--- config.mk ---
export PLATFORM = sky130hd
export DESIGN_NAME = ptu_div
export DESIGN_NICKNAME = d
export VERILOG_FILES = /design/src/rtl/core/ptu_pkg.sv /design/src/rtl/core/ptu_div.sv
export SDC_FILE = /design/constraint.sdc
export NUM_CORES = 1
export LEC_CHECK = 0
export BUFFER_PORTS_ARGS = -buffer_cell sky130_fd_sc_hd__buf_4
export CAP_MARGIN = 5
export CORE_ASPECT_RATIO = 1.25
export CORE_UTILIZATION = 55
export DETAILED_ROUTE_END_ITERATION = 16
export PLACE_DENSITY = 0.77
export SETUP_SLACK_MARGIN = 0.02
export SKIP_LAST_GASP = 1
export SLEW_MARGIN = 0
export SYNTH_ARGS = -nofsm -noshare
export SYNTH_HDL_FRONTEND = slang
export SYNTH_SLANG_ARGS = --single-unit
--- constraint.sdc ---
create_clock -name i_clk -period 9.3 [get_ports i_clk]
set_input_delay 0.465 -clock i_clk [delete_from_list [all_inputs] [get_ports i_clk]]
set_output_delay 0.465 -clock i_clk [all_outputs]
set_load 0.005 [all_outputs]
--- src/rtl/core/ptu_pkg.sv ---
package ptu_pkg;

    // default table size and register reset values
    localparam int DEF_MAX_NODES = 64;
    localparam logic [6:0]  RST_NUM_NODES = 7'd64;
    localparam logic [16:0] RST_EVAP_RATE = 17'd6554;
    localparam logic [16:0] RST_LOCAL_RATE = 17'd6554;
    localparam logic [31:0] RST_INIT_LEVEL = 32'h0001_0000;

    // fixed point helpers
    localparam logic [16:0] ONE_Q16 = 17'h1_0000;
    localparam logic [48:0] HALF_Q16 = 49'd32768;
    localparam logic [31:0] LEVEL_MAX = 32'hFFFF_FFFF;

    // configuration register indexes
    typedef enum logic [1:0] {
        REG_NUM_NODES  = 2'd0,
        REG_EVAP_RATE  = 2'd1,
        REG_LOCAL_RATE = 2'd2,
        REG_INIT_LEVEL = 2'd3
    } t_reg_idx;

    // command codes
    typedef enum logic [2:0] {
        CMD_LOCAL  = 3'd0,
        CMD_LOAD   = 3'd1,
        CMD_GLOBAL = 3'd2,
        CMD_READ   = 3'd3,
        CMD_CLEAR  = 3'd4
    } t_cmd;

    // result status codes
    typedef enum logic [1:0] {
        ST_OK    = 2'd0,
        ST_RANGE = 2'd1,
        ST_FULL  = 2'd2
    } t_status;

    // sequencer states
    typedef enum logic [3:0] {
        S_CLR,
        S_IDLE,
        S_LU_RD,
        S_LU_M1,
        S_LU_M2,
        S_LU_WR,
        S_LOAD,
        S_RD_RD,
        S_RD_WAIT,
        S_GU_DIV,
        S_GU_RDI,
        S_GU_RD,
        S_GU_MUL,
        S_GU_WR,
        S_GU_END,
        S_DONE
    } t_state;

endpackage

--- src/rtl/core/ptu_div.sv ---
module ptu_div
    import ptu_pkg::*;
(
    input  logic        i_clk,
    input  logic        i_rst_n,
    input  logic        i_start,
    input  logic [32:0] i_dividend,
    input  logic [31:0] i_divisor,
    output logic        o_done,
    output logic [31:0] o_quot
);

    logic [32:0] r_rem;
    logic [32:0] r_quo;
    logic [5:0]  r_cnt;
    logic        r_busy;
    logic        r_done;
    logic [33:0] rem_sh;
    logic        take;

    // one quotient bit a cycle, restoring
    assign rem_sh = {r_rem, r_quo[32]};
    assign take   = rem_sh >= 34'(i_divisor);

    always_ff @(posedge i_clk) begin
        if (!i_rst_n) begin
            r_busy <= 1'b0;
            r_done <= 1'b0;
            r_cnt  <= '0;
        end else begin
            r_done <= 1'b0;
            if (i_start) begin
                r_busy <= 1'b1;
                r_cnt  <= 6'd33;
                r_rem  <= '0;
                r_quo  <= i_dividend;
            end else if (r_busy) begin
                r_rem  <= take ? 33'(rem_sh - 34'(i_divisor)) : 33'(rem_sh);
                r_quo  <= {r_quo[31:0], take};
                r_cnt  <= r_cnt - 6'd1;
                if (r_cnt == 6'd1) begin
                    r_busy <= 1'b0;
                    r_done <= 1'b1;
                end
            end
        end
    end

    // quotient saturates to the level range
    assign o_done = r_done;
    assign o_quot = r_quo[32] ? LEVEL_MAX : r_quo[31:0];

endmodule

==> results.tsv <==
stage	metric	value	unit
outcome	outcome	finished clean	
synthesis	Synth warnings	0	
setup_path	Data required, critical path	9380	ps
sta	total negative slack	0	ps
sta	unrepaired setup endpoints after global routing	no	
finish	post-layout util	67.72	%
clock_network	post_cts resized	0	
power	switching portion of total power	30.76	%
synthesis	Main synth FF type	edfxtp_1	
floorplan	initial cell density of the core	56.49	%
clock_network	Worst-Skew Late Latency	340	ps
synthesis	Mapped Cells	542	
route	# DRC	0	
clock_network	H-tree lvl count	3	
setup_path	worst setup path class	reg -> reg	
global_route	first-pass GRT wire length	18.83	mm
power	switching pwr	0.3320	mW
synthesis	synthesized cell area	5400	um2
sta	worst slew pin tran	1045	ps
sta	Highest Clock Rate	245.2	MHz
synthesis	most frequent cells after synthesis	edfxtp_1, nor2_1, inv_1, ha_1	
synthesis	largest area contributor in the netlist	edfxtp_1	
synthesis	Mean Syn Cell Area	9.963	um2
synthesis	most frequent cell after synthesis	edfxtp_1	
route	via/cell ratio	5.579	
setup_path	r2r setup slk	5220	ps
run	max_cap viols	0	
setup_path	startpoint types	flip-flop	
global_route	vias in the first global route	4180	
finish	layout cells sized above 1	31.45	%
power	PD cells	166.7	nW/um2
floorplan	core area	9559	um2
synthesis	count of cell types in the netlist	62	
finish	diode count	0	
floorplan	Die Span Y	112.8	um
sta	Final Hold Vio Count	0	
sta	Rel. slew slack	30.32	%
finish	Final #Nets	734	
placement	gpl congestion	0.8408	
floorplan	# IOs	101	
power	leakage	2.855	nW
route	WL final	11.20	mm
route	drt pass-1 iters	4	
clock_network	TritonCTS clock tree	yes	
floorplan	Die Footprint	10220	um2
global_route	initial antenna violation count	0	
route	DR WL/cell	14.70	um
synthesis	number of synthesized flops with an enable pin	66	
global_route	largest net degree at the start of global routing	70	
clock_network	Clock Path Buffers	2	
synthesis	asr flop ratio synth	0	%
route	Post-DRT Antenna Nets	0	
finish	synth-to-layout area growth	19.88	%
setup_path	WP data arrival	4160	ps
power	Clock Power Share	29.9	%
sta	final worst path period need	4078	ps
floorplan	Die X	90.63	um
setup_path	Critical Path End Type	flip-flop	
global_route	global route overflow	0	
synthesis	Syn Nets	645	
synthesis	area share of the largest cell type after synthesis	36.70	%
sta	Final Skew	6.534	ps
worst_hold_path	worst min path class	in -> reg	
setup_path	crit path max fanout	41	
synthesis	synth top area cells	edfxtp_1, ha_1, mux2_2	
route	vias	4251	
clock_network	# hold bufs at CTS	0	
route	Initial DRC Count	234	
synthesis	post-synthesis sequential area ratio	39.67	%
power	VDD IR max	0.1042	mV
clock_network	clock-pin slew on the worst setup and hold paths	60	ps
placement	dpl hpwl	7.937	mm
floorplan	num rows	40	
sta	Setup Viol. Count Final	0	
sta	max-slew violations	0	
power	Reg power frac	39.0	%
clock_network	Root Buffer Master	clkbuf_16	
global_route	GRT Util Overall	22.97	%
power	Int Power	0.7473	mW
clock_network	clock sinks	74	
clock_network	post-CTS setup buffers	0	
placement	IO buf count	100	
clock_network	Inserted Clock Buffers	9	
synthesis	flops & latches, synth	74	
power	Comb pwr share	31.1	%
sta	fin crit share	43.85	%
==> layer usage <==
metal,global-route usage [%],up-vias,part of all wire (%)
li1,-,2125,-
met1,26.75,1980,42
met2,39.85,127,49
met3,5.645,19,7.0
met4,10.43,0,2.3
met5,0,-,0
==> worst max-delay path, cell delays in order (launching register included) <==
cell      delay [ps]
edfxtp_1         720
inv_1            140
ha_1             170
inv_1             60
fa_1             420
a211oi_1         260
o21bai_1         120
a21oi_2          290
o21a_1           280
o211ai_1         110
a21o_2           570
nand3_1          220
mux2i_1           90
or3_1            370
==> worst paths after layout <==
kind | from | endpoint | depth (start not counted)
worst max-delay path | r_quo[32] | r_rem[31] | 13
worst min-delay path | i_rst_n | r_cnt[5] | 2
worst max register to register | r_quo[32] | r_rem[31] | 13
worst min register to register | r_cnt[1] | r_cnt[1] | 2
==> kinds of logic after synthesis <==
logic type / Yosys count / synth area share [%]
xor gates and xnor gates: 31 / 5.028
muxes: 61 / 12.07
buffers and inverters: 68 / 5.259
DFF: 74 / 39.67
AOI/OAI and AO/OA: 110 / 14.71
adders and majority gates: 35 / 8.248
and+or+nand+nor: 163 / 15.01
==> registers in the layout, summed over array words and instances (netlist names) <==
signal  count
r_quo      33
o_done      1
r_cnt       6
r_rem      33
r_busy      1
==> power groups by stage <==
stage          Sequential, mW  Clock (mW)  Combinational [mW]
6_report                0.421       0.323               0.336
5_1_grt                 0.425       0.340               0.375
4_1_cts                 0.421       0.328               0.336
3_5_place_dp            0.427           0               0.334
3_3_place_gp            0.426           0               0.326
2_1_floorplan           0.420           0               0.258
==> stage by stage <==
stage          std cells  total power [mW]  setup WS, ps  hold WS [ps]  instance area (um2)
6_report             762             1.079          5222         405.3                 6474
3_3_place_gp         746            0.7523          5330         490.7                 6202
5_1_grt              762             1.139          4867         402.6                 6474
2_1_floorplan        542            0.6781          6173         480.6                 5400
3_5_place_dp         746            0.7609          5196         499.4                 6202
4_1_cts              762             1.084          5204         397.3                 6474
==> cell type report <==
type / instances / area, um2
multi-input cells: 400 / 2975
repair buffers: 101 / 758.2
clock inverters: 5 / 38.79
well taps: 126 / 157.7
flip-flops and latches: 74 / 2142
clock buffers: 11 / 232.7
inverters: 45 / 168.9
fillers: 733 / 3085
==> cells in the final DEF (no fill, tap or decap), drive strengths merged, types with 15 or more instances in the layout <==
cell type  count
edfxtp        66
mux2i         28
nor3          15
a21oi         30
xnor2         18
inv           47
buf          101
o21ai         20
nor2          54
mux2          33
or2           34
ha            34
nand2         26
No activity file was read; power rests on OpenSTA's default activity.
