### src/rtl/core/ptu_pkg.sv
package ptu_pkg;

    // default table size and register reset values
    localparam int DEF_MAX_NODES = 64;
    localparam logic [6:0]  RST_NUM_NODES = 7'd64;
    localparam logic [16:0] RST_EVAP_RATE = 17'd6554;
    localparam logic [16:0] RST_LOCAL_RATE = 17'd6554;
    localparam logic [31:0] RST_INIT_LEVEL = 32'h0001_0000;

    // fixed point helpers
    localparam logic [16:0] ONE_Q16 = 17'h1_0000;
    localparam logic [48:0] HALF_Q16 = 49'd32768;
    localparam logic [31:0] LEVEL_MAX = 32'hFFFF_FFFF;

    // configuration register indexes
    typedef enum logic [1:0] {
        REG_NUM_NODES  = 2'd0,
        REG_EVAP_RATE  = 2'd1,
        REG_LOCAL_RATE = 2'd2,
        REG_INIT_LEVEL = 2'd3
    } t_reg_idx;

    // command codes
    typedef enum logic [2:0] {
        CMD_LOCAL  = 3'd0,
        CMD_LOAD   = 3'd1,
        CMD_GLOBAL = 3'd2,
        CMD_READ   = 3'd3,
        CMD_CLEAR  = 3'd4
    } t_cmd;

    // result status codes
    typedef enum logic [1:0] {
        ST_OK    = 2'd0,
        ST_RANGE = 2'd1,
        ST_FULL  = 2'd2
    } t_status;

    // sequencer states
    typedef enum logic [3:0] {
        S_CLR,
        S_IDLE,
        S_LU_RD,
        S_LU_M1,
        S_LU_M2,
        S_LU_WR,
        S_LOAD,
        S_RD_RD,
        S_RD_WAIT,
        S_GU_DIV,
        S_GU_RDI,
        S_GU_RD,
        S_GU_MUL,
        S_GU_WR,
        S_GU_END,
        S_DONE
    } t_state;

endpackage

### src/rtl/core/ptu_mac.sv
module ptu_mac
    import ptu_pkg::*;
(
    input  logic [16:0] i_a,
    input  logic [31:0] i_b,
    input  logic [48:0] i_c,
    output logic [48:0] o_y
);

    // shared multiply-add, rate times level plus accumulator
    assign o_y = 49'(49'(i_a) * 49'(i_b)) + i_c;

endmodule

### config.mk
export PLATFORM = sky130hd
export DESIGN_NAME = ptu_mac
export DESIGN_NICKNAME = d
export VERILOG_FILES = /design/src/rtl/core/ptu_pkg.sv /design/src/rtl/core/ptu_mac.sv
export SDC_FILE = /design/constraint.sdc
export NUM_CORES = 1
export LEC_CHECK = 0
export BUFFER_PORTS_ARGS = -buffer_cell sky130_fd_sc_hd__buf_2
export CORE_MARGIN = 2
export CORE_UTILIZATION = 41
export DETAILED_ROUTE_END_ITERATION = 6
export PLACE_DENSITY_LB_ADDON = 0.1
export SETUP_SLACK_MARGIN = 0.3
export SLEW_MARGIN = 20
export SYNTH_ARGS = -nofsm -noshare
export SYNTH_HDL_FRONTEND = slang
export SYNTH_SLANG_ARGS = --single-unit
### constraint.sdc
create_clock -name vclk -period 11.5
set_clock_uncertainty 0.15 [all_clocks]
set_input_delay 0 -clock vclk [all_inputs]
set_output_delay 0 -clock vclk [all_outputs]
set_load 0.01 [all_outputs]
==> results of run 1 <==
==> tightest hold or removal path, cell delays in order <==
cell and delay (ps):
buf_2 80, ha_1 120, buf_2 120
==> layout make-up <==
class / instances / share of cell area, %
Multi-Input combinational cell: 1443 / 80.6
Tap cell: 592 / 3.77
Inverter: 621 / 11.9
Timing Repair Buffer: 147 / 3.74
==> routing by layer <==
layer	vias up	part of all wire, %	GRT usage (%)
li1	6233	-	-
met1	7131	43	30.7
met2	278	51	40.8
met3	55	3.8	1.89
met4	2	2.2	4.54
met5	-	0.021	0
==> kinds of logic (layout without fill, tap and decap cells) <==
group                      count (synthesis)  after routing  share of synthesized area (%)
xor gates and xnor gates                  43             43                           2.03
AOI/OAI and AO/OA                        142            142                           5.27
muxes                                      1              1                         0.0540
and+or+nand+nor                          644            644                           16.7
adders and majority gates                613            613                           61.5
buffers and inverters                    717            768                           14.5
==> through the flow <==
step | cell area [um^2] | instances | setup WS [ps] | hold slack (ps) | utilization [%]
4_1_cts | 19700 | 2803 | 4410 | 180 | 44.3
5_1_grt | 19700 | 2803 | 4150 | 199 | 44.3
3_5_place_dp | 19700 | 2803 | 4440 | 180 | 44.3
2_1_floorplan | 18500 | 2160 | 5770 | 0.651 | -
6_report | 19700 | 2803 | 4440 | 172 | 44.3
3_3_place_gp | 19700 | 2803 | 4540 | 159 | 44.3
==> placed cells by master, fill, tap and decap left out, types with 2 or more instances in the layout <==
cell type and n:
ha_1 116, o21ai_1 7, a21oi_1 45, a21o_1 18
and2_1 219, o21a_1 7, nand4_1 6, a21boi_1 2
buf_2 147, xor2_1 16, xnor2_1 27, fa_1 497
nor2b_1 5, nor2_1 23, o211ai_1 2, inv_1 621
o21ai_0 23, a211oi_1 6, nand2_1 357, nand3_1 14
o31ai_1 2, o221ai_1 2, o21bai_1 6, a41oi_1 3
o31a_1 2, nand2b_1 4, and3_1 6, a21oi_2 2
==> worst min path at each step <==
stage                  end
floorplan           o_y[0]
global placement    o_y[0]
detailed placement  o_y[0]
CTS                 o_y[0]
global route        o_y[0]
finish              o_y[0]
==> out/metrics.yaml, run 1 <==
synthesis:
  synthTopCellsByArea: "fa_1, inv_1, ha_1"
  netlist_area_um2: 18500
  ys_types: 55
  synth_warnings: 0
  syn_nets: 2871
  synth_top_area_share_pct: 53.6
  synth_most_common_cell: "inv_1"
  synth_area_per_cell_um2: 8.59
  synth_top_area_cell: "fa_1"
  synth-seq-area-share_pct: 0
  synthCells: 2160
  yosys-top-cells-count: "inv_1, fa_1, nand2_1"
global_routing:
  grt_max_degree: 33
  grtUsageTotal_pct: 22.9
  gr-total-overflow: 0
  antenna_found_initial: 1
  grt_pass1_vias: 15200
  grt_pass1_wl_um: 83700
finish:
  antenna_cells: 0
  n_sequential_cell: 0
  multi_input_area_um2: 15900
  regArea_um2: 0
  fillers: 4552
  final_layout_size_suffix_gt1_share_pct: 7.28
  clkbuf_count: 0
  fin_nets: 2924
  synthToLayoutAreaGrowth_pct: 6.01
worst_hold_path:
  hold_depth: 3
  hp-class: "in2out"
  hp-start: "i_c[0]"
clocking:
  cts-hold-fix-buffers: 0
  post_cts_buffers: 0
  ctsResizeCount: 0
timing:
  final-hold-violation-count: 0
  grt_setup_unrepaired: "no"
  tightest_slew_ps: 805
  fin_crit_ps: 7060
  fin_crit_sh_pct: 61.4
  max_freq_ghz: 0.142
  slew_headroom_pct: 46.3
  setup_violations: 0
  setup_tns_ps: 0
  slew_viol_final: 0
worst_setup_path:
  startpoint: "i_a[3]"
  required_ps: 11350
  timing_worst_setup_path_type: "in2out"
  critPathCaptureType: "primary output"
  critPathMostFrequentCell: "fa_1"
  slowest_delay_ps: 580
  critPathTopFamily: "adder cells"
  cp.arrival_ps: 6910
  worstPathMaxFanout: 32
  worst_setup_path_start_kind: "input pin"
  cp_cell_sequence: "buf_2 > nand2_1 > fa_1 > fa_1 > fa_1 > fa_1 > inv_1 > fa_1 > inv_1 > fa_1 > inv_1 > ha_1 > and3_2 > nand3_2 > nor4b_2 > nor2_1 > o31ai_4 > nand4_1 > nor4_1 > nor2_1 > xnor2_1 > buf_2"
  slowest_stage: "buf_2"
  crit_end: "o_y[45]"
  cp.depth: 22
  path_buf_inv: 5
floorplan:
  coreArea_um2: 44400
  ios: 147
  initial_utilization_pct: 41.8
  die_h_um: 217
  die-area_um2: 47000
  die_w_um: 217
  rows: 77
drt:
  vias_per_cell: 4.89
  postRouteAntennaNets: 0
  drcViolationCount: 0
  vias: 13700
  totalWireLength_um: 51800
  first_pass_iters: 4
  drtIter0Drc: 640
  wl_per_cell_um: 18.5
placement:
  port_buffers: 147
  dp_hpwl_um: 42300
  gp_congestion: 0.849
status:
  status: "finished clean"
run:
  maxCapViolCount: 0
Power of run 1 is left out: the tool's default activity adds up to more than one toggle a clock period on the data nets, which glitch-free logic cannot reach.
==> run 2, diff against run 1 <==
--- a/config.mk
+++ b/config.mk
@@ -5,6 +5,7 @@
 export SDC_FILE = /design/constraint.sdc
 export NUM_CORES = 1
 export LEC_CHECK = 0
+export ABC_AREA = 1
 export BUFFER_PORTS_ARGS = -buffer_cell sky130_fd_sc_hd__buf_2
 export CORE_MARGIN = 2
 export CORE_UTILIZATION = 41
==> constraint.sdc (replaced) <==
create_clock -name vclk -period 5.7
set_clock_uncertainty 0.15 [all_clocks]
set_input_delay 0 -clock vclk [all_inputs]
set_output_delay 0 -clock vclk [all_outputs]
set_load 0.01 [all_outputs]
==> run 2 against run 1 <==
Against the previous run:
- via count increased by 26%
- sequential share of layout area is the same
- area after synthesis grew 8.7%
- first-iteration DRC count up 55%
- routed wire length rose by 27%
- largest cell class unchanged
==> out/metrics.yaml, run 2 <==
drt:
  wl_per_cell_um: 17.7  # was 18.5 um
  drcViolationCount: 0  # unchanged
  first_pass_iters: 5  # was 4
  postRouteAntennaNets: 0  # unchanged
  drtIter0Drc: 994  # was 640
  totalWireLength_um: 65500  # was 51800 um
  vias_per_cell: 4.67  # was 4.89
  vias: 17300  # was 13700
synthesis:
  synth-compound-area-share_pct: 1.08  # was 5.27%
  ys_types: 24  # was 55
  synthTopCellsByArea: "fa_1, inv_1, nand2_1"  # was fa_1, inv_1, ha_1
  synth_top_family_by_area: "adder cells"  # unchanged
  yosys-top-cells-count: "inv_1, nand2_1, fa_1"  # was inv_1, fa_1, nand2_1
  synth-simple-area-share_pct: 20.3  # was 16.7%
  synth_top_area_share_pct: 49.4  # was 53.6%
  syn_nets: 3545  # was 2871
  synth_warnings: 0  # unchanged
  synth_most_common_cell: "inv_1"  # unchanged
  synth_top_area_cell: "fa_1"  # unchanged
  synth_fa_ha_area_share_pct: 56.6  # was 61.5%
  synth_area_per_cell_um2: 7.11  # was 8.59 um^2
  synth-seq-area-share_pct: 0  # unchanged
  synth_mux_area_share_pct: 0  # was 0.0540%
  synth_xor_area_share_pct: 1.17  # was 2.03%
  synthCells: 2834  # was 2160
  netlist_area_um2: 20200  # was 18500 um^2
worst_hold_path:
  hp-class: "in2out"  # unchanged
timing:
  fin_crit_sh_pct: 92.3
  grt_setup_unrepaired: "yes"  # was no
  whs_ps: 158  # was 172 ps
  setup_violations: 0  # unchanged
  setup_tns_ps: 0  # unchanged
  slew_viol_final: 0  # unchanged
  tightest_slew_ps: 445  # was 805 ps
  slew_headroom_pct: 70.3  # was 46.3%
  fin_crit_ps: 5260
  max_freq_ghz: 0.190
  final-hold-violation-count: 0  # unchanged
global_routing:
  use_met1_pct: 32.5  # was 30.7%
  grt_max_degree: 33  # unchanged
  grtUsageMet3_pct: 1.03  # was 1.89%
  grt_pass1_wl_um: 99800  # was 83700 um
  grt_pass1_vias: 18900  # was 15200
  gr-total-overflow: 0  # unchanged
  antenna_found_initial: 2  # was 1
  busiest_layer: "met2"  # unchanged
  grt_use_met2_pct: 47.3  # was 40.8%
  grtUsageTotal_pct: 25.3  # was 22.9%
worst_setup_path:
  critPathMostFrequentCell: "fa_1"  # unchanged
  required_ps: 5550  # was 11350 ps
  cp.arrival_ps: 5110  # was 6910 ps
  worstPathMaxFanout: 4  # was 32
  worst_setup_path_start_kind: "input pin"  # unchanged
  slowest_stage: "fa_1"  # was buf_2
  timing_worst_setup_path_type: "in2out"  # unchanged
  slowest_delay_ps: 570  # was 580 ps
  critPathTopFamily: "adder cells"  # unchanged
  path_buf_inv: 11  # was 5
  critPathCaptureType: "primary output"  # unchanged
placement:
  dpl_cell_area_um2: 22500  # was 19700 um^2
  dp_hpwl_um: 50400  # was 42300 um
  place_inst: 3651  # was 2803
  port_buffers: 147  # unchanged
  gp_congestion: 0.865  # was 0.849
finish:
  fin_nets: 3754  # was 2924
  fillers: 4884  # was 4552
  antenna_cells: 0  # unchanged
  final_cell_mix: "inv_1, nand2_1, fa_1"  # was inv_1, fa_1, nand2_1
  final_layout_size_suffix_gt1_share_pct: 18.2  # was 7.28%
  regArea_um2: 0  # unchanged
  finalInstanceArea_um2: 24600  # was 19700 um^2
  synthToLayoutAreaGrowth_pct: 21.9  # was 6.01%
  clkbuf_count: 0  # unchanged
  final_cells: 3705  # was 2803
  n_sequential_cell: 0  # unchanged
  layout_commonest_cell: "inv_1"  # unchanged
status:
  status: "finished clean"  # unchanged
floorplan:
  die_w_um: 226  # was 217 um
  rows: 81  # was 77
  ios: 147  # unchanged
  initial_utilization_pct: 41.3  # was 41.8%
  coreArea_um2: 48700  # was 44400 um^2
  die-area_um2: 50900  # was 47000 um^2
  die_h_um: 226  # was 217 um
run:
  maxCapViolCount: 0  # unchanged
clocking:
  cts-hold-fix-buffers: 0  # unchanged
## run 2: cell types whose count changed after synthesis, moves of 8 or more
cell      delta
a21o_1      -17
a21oi_1     -18
and2_1     -219
clkbuf_1    +20
inv_1      +383
nand2_1    +532
nand2_2     +11
nand3_1     +20
nand3_2      +8
nor2_1      +37
nor2_2      +15
o21ai_0     -22
xnor2_1     -20
## run 2: final timing paths
check,slack [ps],from,depth (start not counted),to
setup / recovery,440,i_a[9],27,o_y[48]
hold / removal,160,i_c[0],3,o_y[0]
## run 2: final cells by class
cell class	count	area, um^2	share of cell area (%)
multi-input combinational	1712	17000	69.1
tap	664	831	3.38
timing repair buffer	322	2970	12.1
inverter	1007	3780	15.4
## run 2: stage by stage
step	util [%]	worst slack, ps
3_3_place_gp	46.1	-119
4_1_cts	47.1	292
6_report	50.4	441
5_1_grt	50.4	246
2_1_floorplan	-	611
3_5_place_dp	46.1	-78.9
## run 2: routing by layer
metal  part of all wire, %  up-vias  wire length (um)
met5                 0.011        -                 7
met4                   2.8        2              1840
met3                   7.0      104              4590
met2                    50      517             32700
met1                    40     8639             26300
li1                      -     8040                 -
## run 2: kinds of logic after synthesis
| family | count (synthesis) |
|---|---|
| xor+xnor | 27 |
| simple gates | 1033 |
| compound gates | 39 |
| buf+inv | 1122 |
| fa+ha+maj | 613 |
## run 2: tightest hold or removal path, cell delays in order
cell and delay (ps):
buf_2 80, ha_1 110, buf_2 120
## run 2: repair_timing
action                     4_1_cts  5_1_grt
buffers inserted                 7       30
resized for setup               83      270
pin swaps                       10      100
cloned                           3       14
setup endpoints to repair       35       34
Power of run 2 is left out for the same reason.
